==> src/hw/rtl/mte_pkg.sv <==
package mte_pkg;

    localparam int SAMPLE_W = 20;
    localparam int WEIGHT_W = 9;
    localparam logic [WEIGHT_W-1:0] WEIGHT_FULL = 9'd256;
    localparam logic [WEIGHT_W-1:0] WEIGHT_RESET = 9'd26;

    // one classified sample on its way to the averaging stage
    typedef struct packed {
        logic                full;
        logic [SAMPLE_W-1:0] median;
    } mte_entry_t;

    // queue occupancy seen by the top level
    typedef struct packed {
        logic full;
        logic empty;
    } mte_qstat_t;

endpackage

==> src/hw/rtl/mte_front.sv <==
module mte_front #(
    parameter int WINDOW_SIZE = 5
) (
    input  logic                         aclk,
    input  logic                         aresetn,
    input  logic                         s_tvalid,
    output logic                         s_tready,
    input  logic [mte_pkg::SAMPLE_W-1:0] s_sample,
    output logic                         push_valid,
    input  logic                         push_ready,
    output mte_pkg::mte_entry_t          push_entry
);

    localparam int CNT_W  = $clog2(WINDOW_SIZE + 1);
    localparam int RANK_W = $clog2(WINDOW_SIZE);
    localparam int MID    = WINDOW_SIZE / 2;

    logic [mte_pkg::SAMPLE_W-1:0] win_reg [WINDOW_SIZE];
    logic [CNT_W-1:0]             fill_cnt_reg, fill_cnt_next;
    logic                         stage_valid_reg, stage_valid_next;
    logic                         stage_full_reg;
    logic [mte_pkg::SAMPLE_W-1:0] stage_sample_reg;
    logic [RANK_W-1:0]            rank [WINDOW_SIZE];
    logic [WINDOW_SIZE-1:0]       is_mid;
    logic [mte_pkg::SAMPLE_W-1:0] median_sel;
    logic                         s_fire;

    assign s_tready = !stage_valid_reg || push_ready;
    assign s_fire   = s_tvalid && s_tready;

    // control state: fill count and stage occupancy
    always_comb begin
        fill_cnt_next = fill_cnt_reg;
        if (s_fire && fill_cnt_reg != CNT_W'(WINDOW_SIZE)) begin
            fill_cnt_next = fill_cnt_reg + CNT_W'(1);
        end
        stage_valid_next = stage_valid_reg;
        if (s_fire) begin
            stage_valid_next = 1'b1;
        end else if (push_ready) begin
            stage_valid_next = 1'b0;
        end
    end

    always_ff @(posedge aclk) begin
        if (!aresetn) begin
            fill_cnt_reg    <= '0;
            stage_valid_reg <= 1'b0;
        end else begin
            fill_cnt_reg    <= fill_cnt_next;
            stage_valid_reg <= stage_valid_next;
        end
    end

    // sample shift line and stage payload
    always_ff @(posedge aclk) begin
        if (s_fire) begin
            win_reg[0] <= s_sample;
            for (int k = 1; k < WINDOW_SIZE; k++) begin
                win_reg[k] <= win_reg[k-1];
            end
            stage_sample_reg <= s_sample;
            stage_full_reg   <= (fill_cnt_reg >= CNT_W'(WINDOW_SIZE - 1));
        end
    end

    // rank of each tap, ties broken by tap position
    always_comb begin
        for (int i = 0; i < WINDOW_SIZE; i++) begin
            rank[i] = '0;
            for (int j = 0; j < WINDOW_SIZE; j++) begin
                if (j != i) begin
                    if (win_reg[j] < win_reg[i] || (win_reg[j] == win_reg[i] && j < i)) begin
                        rank[i] = rank[i] + RANK_W'(1);
                    end
                end
            end
            is_mid[i] = (rank[i] == RANK_W'(MID));
        end
    end

    // one-hot select of the middle-ranked tap
    always_comb begin
        median_sel = '0;
        for (int i = 0; i < WINDOW_SIZE; i++) begin
            median_sel = median_sel | (win_reg[i] & {mte_pkg::SAMPLE_W{is_mid[i]}});
        end
    end

    assign push_valid        = stage_valid_reg;
    assign push_entry.full   = stage_full_reg;
    assign push_entry.median = stage_full_reg ? median_sel : stage_sample_reg;

endmodule

==> src/hw/rtl/mte_queue.sv <==
module mte_queue (
    input  logic                aclk,
    input  logic                aresetn,
    input  logic                push_valid,
    output logic                push_ready,
    input  mte_pkg::mte_entry_t push_entry,
    output logic                pop_valid,
    input  logic                pop_ready,
    output mte_pkg::mte_entry_t pop_entry,
    output mte_pkg::mte_qstat_t qstat
);

    mte_pkg::mte_entry_t mem_reg [2];
    logic                wr_ptr_reg, wr_ptr_next;
    logic                rd_ptr_reg, rd_ptr_next;
    logic [1:0]          count_reg, count_next;
    logic                push_fire, pop_fire;

    assign push_ready = (count_reg != 2'd2);
    assign pop_valid  = (count_reg != 2'd0);
    assign push_fire  = push_valid && push_ready;
    assign pop_fire   = pop_valid && pop_ready;
    assign pop_entry  = mem_reg[rd_ptr_reg];
    assign qstat.full  = !push_ready;
    assign qstat.empty = !pop_valid;

    // pointer and count update
    always_comb begin
        wr_ptr_next = push_fire ? !wr_ptr_reg : wr_ptr_reg;
        rd_ptr_next = pop_fire ? !rd_ptr_reg : rd_ptr_reg;
        count_next  = count_reg;
        if (push_fire && !pop_fire) begin
            count_next = count_reg + 2'd1;
        end else if (pop_fire && !push_fire) begin
            count_next = count_reg - 2'd1;
        end
    end

    always_ff @(posedge aclk) begin
        if (!aresetn) begin
            wr_ptr_reg <= 1'b0;
            rd_ptr_reg <= 1'b0;
            count_reg  <= 2'd0;
        end else begin
            wr_ptr_reg <= wr_ptr_next;
            rd_ptr_reg <= rd_ptr_next;
            count_reg  <= count_next;
        end
    end

    // entry storage
    always_ff @(posedge aclk) begin
        if (push_fire) begin
            mem_reg[wr_ptr_reg] <= push_entry;
        end
    end

endmodule

==> src/hw/rtl/mte_back.sv <==
module mte_back (
    input  logic                         aclk,
    input  logic                         aresetn,
    input  logic                         pop_valid,
    output logic                         pop_ready,
    input  mte_pkg::mte_entry_t          pop_entry,
    input  logic [mte_pkg::WEIGHT_W-1:0] weight,
    output logic                         m_valid,
    input  logic                         m_ready,
    output logic [mte_pkg::SAMPLE_W-1:0] m_median,
    output logic [mte_pkg::SAMPLE_W-1:0] m_smoothed,
    output logic                         m_full
);

    logic                         m_valid_reg, m_valid_next;
    logic [mte_pkg::SAMPLE_W-1:0] m_median_reg;
    logic                         m_full_reg;
    logic [mte_pkg::SAMPLE_W-1:0] avg_reg, avg_next;
    logic                         avg_valid_reg, avg_valid_next;
    logic [mte_pkg::WEIGHT_W-1:0] w_eff;
    logic signed [mte_pkg::SAMPLE_W:0]    diff;
    logic signed [mte_pkg::WEIGHT_W:0]    w_s;
    logic signed [mte_pkg::SAMPLE_W+mte_pkg::WEIGHT_W+1:0] prod;
    logic signed [mte_pkg::SAMPLE_W+mte_pkg::WEIGHT_W+1:0] prod_sh;
    logic [mte_pkg::SAMPLE_W:0]   sum;
    logic                         pop_fire;

    assign pop_ready = !m_valid_reg || m_ready;
    assign pop_fire  = pop_valid && pop_ready;

    // weights of 256 and above all mean follow the median
    assign w_eff = weight[mte_pkg::WEIGHT_W-1] ? mte_pkg::WEIGHT_FULL : weight;

    // avg + ((median - avg) * w) >>> 8 equals the floored weighted sum
    always_comb begin
        diff    = $signed({1'b0, pop_entry.median}) - $signed({1'b0, avg_reg});
        w_s     = $signed({1'b0, w_eff});
        prod    = diff * w_s;
        prod_sh = prod >>> 8;
        sum     = {1'b0, avg_reg} + prod_sh[mte_pkg::SAMPLE_W:0];
    end

    // average and output register control
    always_comb begin
        avg_next       = avg_reg;
        avg_valid_next = avg_valid_reg;
        m_valid_next   = m_valid_reg;
        if (pop_fire) begin
            avg_next       = avg_valid_reg ? sum[mte_pkg::SAMPLE_W-1:0] : pop_entry.median;
            avg_valid_next = 1'b1;
            m_valid_next   = 1'b1;
        end else if (m_ready) begin
            m_valid_next = 1'b0;
        end
    end

    always_ff @(posedge aclk) begin
        if (!aresetn) begin
            avg_reg       <= '0;
            avg_valid_reg <= 1'b0;
            m_valid_reg   <= 1'b0;
        end else begin
            avg_reg       <= avg_next;
            avg_valid_reg <= avg_valid_next;
            m_valid_reg   <= m_valid_next;
        end
    end

    // result payload
    always_ff @(posedge aclk) begin
        if (pop_fire) begin
            m_median_reg <= pop_entry.median;
            m_full_reg   <= pop_entry.full;
        end
    end

    assign m_valid    = m_valid_reg;
    assign m_median   = m_median_reg;
    assign m_smoothed = avg_reg;
    assign m_full     = m_full_reg;

endmodule

==> src/hw/rtl/median_then_ema_smoother.sv <==
// path: input transfer to result valid passes the window stage, the queue and the output register
// throughput: one transfer per cycle unless m_tready stalls the output; the median rank network over
//   the sample window and the single-multiply average update are both combinational
// reset: synchronous active low; clears fill count, average, queue and output valid, weight to 26;
//   sample window contents are not cleared and are read only once fully written
module median_then_ema_smoother #(
    parameter int WINDOW_SIZE = 5
) (
    input  logic        aclk,
    input  logic        aresetn,
    input  logic        cfg_wr_en,
    input  logic [8:0]  cfg_wr_data,   // smoothing_weight
    input  logic        s_tvalid,
    output logic        s_tready,
    input  logic [23:0] s_tdata,       // [19:0] sample, [23:20] zero
    output logic        m_tvalid,
    input  logic        m_tready,
    output logic [39:0] m_tdata,       // [19:0] median_value, [39:20] smoothed_value
    output logic        m_tuser        // [0] window_full
);

    logic [mte_pkg::WEIGHT_W-1:0] weight_reg;
    logic                         push_valid, push_ready;
    mte_pkg::mte_entry_t          push_entry, pop_entry;
    logic                         pop_valid, pop_ready;
    mte_pkg::mte_qstat_t          qstat;
    logic [mte_pkg::SAMPLE_W-1:0] m_median, m_smoothed;

    // weight register
    always_ff @(posedge aclk) begin
        if (!aresetn) begin
            weight_reg <= mte_pkg::WEIGHT_RESET;
        end else if (cfg_wr_en) begin
            weight_reg <= cfg_wr_data;
        end
    end

    mte_front #(.WINDOW_SIZE(WINDOW_SIZE)) u_front (
        .aclk       (aclk),
        .aresetn    (aresetn),
        .s_tvalid   (s_tvalid),
        .s_tready   (s_tready),
        .s_sample   (s_tdata[mte_pkg::SAMPLE_W-1:0]),
        .push_valid (push_valid),
        .push_ready (push_ready),
        .push_entry (push_entry)
    );

    mte_queue u_queue (
        .aclk       (aclk),
        .aresetn    (aresetn),
        .push_valid (push_valid),
        .push_ready (push_ready),
        .push_entry (push_entry),
        .pop_valid  (pop_valid),
        .pop_ready  (pop_ready),
        .pop_entry  (pop_entry),
        .qstat      (qstat)
    );

    mte_back u_back (
        .aclk       (aclk),
        .aresetn    (aresetn),
        .pop_valid  (pop_valid),
        .pop_ready  (pop_ready),
        .pop_entry  (pop_entry),
        .weight     (weight_reg),
        .m_valid    (m_tvalid),
        .m_ready    (m_tready),
        .m_median   (m_median),
        .m_smoothed (m_smoothed),
        .m_full     (m_tuser)
    );

    assign m_tdata = {m_smoothed, m_median};

    // queue is never reported full and empty at once
    a_qstat_excl: assert property (@(posedge aclk) disable iff (!aresetn)
        !(qstat.full && qstat.empty))
        else $error("queue full and empty together");

    // an accepted sample occupies the window stage in the next cycle
    a_front_hold: assert property (@(posedge aclk) disable iff (!aresetn)
        (s_tvalid && s_tready) |=> push_valid)
        else $error("accepted sample lost in front stage");

    // a stalled result is never overwritten by a queue pop
    a_no_overrun: assert property (@(posedge aclk) disable iff (!aresetn)
        (m_tvalid && !m_tready) |-> !(pop_valid && pop_ready))
        else $error("result register overwritten while stalled");

endmodule

==> config.mk <==
export PLATFORM = sky130hd
export DESIGN_NAME = median_then_ema_smoother
export DESIGN_NICKNAME = d
export VERILOG_FILES = /design/src/hw/rtl/mte_pkg.sv /design/src/hw/rtl/mte_front.sv /design/src/hw/rtl/mte_queue.sv /design/src/hw/rtl/mte_back.sv /design/src/hw/rtl/median_then_ema_smoother.sv
export SDC_FILE = /design/constraint.sdc
export NUM_CORES = 1
export LEC_CHECK = 0
export BUFFER_PORTS_ARGS = -buffer_cell sky130_fd_sc_hd__buf_2
export CORE_UTILIZATION = 64
export DETAILED_ROUTE_END_ITERATION = 10
export PLACE_DENSITY = 0.78
export REMOVE_ABC_BUFFERS = 1
export SYNTH_ARGS = -nofsm -noshare
export SYNTH_HDL_FRONTEND = slang
export SYNTH_SLANG_ARGS = --single-unit
==> constraint.sdc <==
create_clock -name aclk -period 14.1 [get_ports aclk]
set_clock_uncertainty 0.2 [all_clocks]
set_input_delay 0.705 -clock aclk [delete_from_list [all_inputs] [get_ports aclk]]
set_output_delay 0.705 -clock aclk [all_outputs]
set_load 0.005 [all_outputs]
==> results.md <==
- RSZ-0062 raised after global routing: false
- GP Congestion: between 0.9 and 1
- Fin Setup TNS: 0 ns
- Synthesized instance count: roughly 2000
- Initial core utilization: 0.656
- Largest net degree at the start of global routing: 56
- Synth cell count leaders: ha_1 (321), inv_1 (301), nand2_1 (166), edfxtp_1 (164), fa_1 (146)
- Top FF cell, synth: edfxtp_1
- Slew margin rel.: 0.197
- First-pass DRT Iterations: 9
- Vias: 15436
- Synthesized-area fraction occupied by adder cells: 0.343
- Mux share of post-synthesis cell area: 0.0227
- Critical-path top delay cell: dfxtp_1
- DRC: 1
- Register area share after synthesis: 0.283
- Synth area leaders: edfxtp_1 (24%), ha_1 (20%), fa_1 (14%)
- Post-CTS setup buffer count: 0
- Simple-Gate Fraction of Synth Area: 0.126
- Synth warn: 0
- Placement row count: 64
- I/O Buffers: 76
- Synth cell types: 75
- #FFs+latches synth: 204
- Worst slew pin tran: between 1 and 1.5 ns
- Vias in the first global route: 16197
- CTS tree: yes
- Most numerous cell on the critical path: fa_1
- Synthesized area per cell: 9.94 um^2
- Failing checks: DRC
- Routed Antenna Nets: 0
- Min Tclk post-route: between 10 and 15 ns
- Min-delay worst type: primary input to flip-flop
- Buf+Inv Stages, Crit Path: 4
- # IOs: 81
- Top cell type's share of synthesized area: 0.243
- Critical Path AT: 12.08 ns
- Element type at the critical path start: flip-flop
- Outcome: complete, but fails checks
- Max Slew Vio Count: 0
- Total CTS buffers: 24
- Nets: 2607
- Async SR Flop Fraction: 0
- Area Growth Syn to Fin: 7.79%
- First-pass GRT wire length: roughly 85000 um
- Maxcap violations: 0
- Count leader, synth: ha_1
- Final-report hold violation count: 0
- CP peak stage delay: 0.98 ns
- Die area: 32300 um^2
- Total Wirelength: 51300 um
- CTS resizes: 0
- Critical path required time: 14.33 ns
- Critical path capture point type: flip-flop
- Synth Area in Compound Gates: 0.131
- Total GRT Usage: 0.331
- CP max FO: 21
- Initial antenna violation count: 0
- Post-synth top area cell: edfxtp_1
- Chip height: 180 um
- CTS max path bufs: 3
- Vias per cell: 6.14
- Synthesized area: 20200 um^2
- Iteration-0 DRC Markers: 1074
- Main combinational cell family by area after synthesis: adder cells
- Cts hold-fix bufs: 0
- GR Overflow Total: 0
- Synth Area in XOR/XNOR: 0.0299
- Highest clock rate: roughly 84 MHz
- Root Buffer: clkbuf_16
- Antenna cells: 0
- Post-detail-place hpwl: 39800 um
- Final Cycle Share: 0.841
- Worst-path clk slew: 0.06 ns
- Worst path top cell family by delay: adder cells
- Kind of critical path: flip-flop to flip-flop
- Worst-Skew Late Latency: 0.56 ns
- Final Setup Violations: 0
- Clock Sink Count: 204
- Max FFs per register: 81
- Die width: ~180 um
- CORE AREA: 30800 um^2
- EDFF count, synth: between 150 and 200
- Share of cells above drive strength 1: 0.0774
- Routed WL per cell: between 20 and 25 um
- H-tree depth: 1
## path summary, 6_finish.rpt
check / start / to / slack (ns) / cells past startpoint
hold reg to reg: weight_reg[3] / weight_reg[3] / 0.28 / 2
hold / removal: s_tdata[1] / u_front.stage_sample_reg[1] / 0.12 / 1
setup / recovery: flip-flop / u_back.m_smoothed[19] / 2.25 / 43
setup reg to reg: flip-flop / u_back.m_smoothed[19] / 2.25 / 43
## per-stage QoR
stage                     area [um^2]  hold WS [ns]  instances  utilization  worst slack [ns]
after floorplan                 20000         0.233       1989            -              3.94
after global placement          21000         0.247       2472        0.682              2.56
after detailed placement        21000         0.260       2472        0.682              2.39
after CTS                       21800        0.0956       2516        0.707              2.24
after global routing            21800         0.102       2516        0.707              1.57
final                           21800         0.119       2516        0.707              2.25
## metal layers
layer	wire length [um]	global-route usage	vias up
met5	0	0	-
met4	2820	0.175	0
met3	3200	0.0490	149
met2	25500	0.585	595
met1	19700	0.391	7457
li1	-	-	7235
## worst register-to-register path: cells and delay by family (launching register included)
kind / cells / cell delay [ns]
compound gates: 17 / 3.64
buf+inv: 4 / 0.23
flops: 1 / 0.98
mux: 1 / 0.45
simple gates: 8 / 1.36
fa+ha+maj: 9 / 3.96
xor+xnor: 4 / 0.93
## area by class of cell
| class | count | area (um^2) |
|---|---|---|
| Timing Repair Buffer | 87 | 463 |
| Tap cell | 396 | 495 |
| Clock inverter | 17 | 178 |
| Inverter | 301 | 1130 |
| Multi-Input combinational cell | 1484 | 13200 |
| Clock buffer | 27 | 612 |
| Sequential cell | 204 | 5730 |
| Fill cell | 2373 | 9020 |
## placed cells by master (no fill, tap or decap), drive strengths merged, types with 4 or more instances in the layout
master,instances
nor2b,59
o31a,7
edfxtp,164
ha,321
nand3,21
xnor2,48
nand3b,7
nand2b,28
a21boi,9
o21ai,81
nand2,166
a211o,4
a22oi,20
mux2i,20
or3,8
nor2,95
nor3,18
o21a,21
clkinv,11
o211ai,16
nand4,39
a21oi,103
and2b,4
buf,87
a222oi,20
xor2,21
o221ai,4
mux2,21
fa,146
and3,9
o31ai,8
clkbuf,27
and2,36
dfxtp,40
inv,304
and4,5
a21o,58
a211oi,13
## logic make-up (layout without fill, tap and decap cells)
kind of cell | Yosys count | count (layout)
and+or+nand+nor | 510 | 510
adders and majority gates | 467 | 467
AOI/OAI and AO/OA | 396 | 396
buffers and inverters | 347 | 432
DFF | 204 | 204
xor gates and xnor gates | 69 | 69
muxes | 42 | 42
Power is left out: the tool's default activity adds up to more than one toggle a clock period on the data nets, which glitch-free logic cannot reach.
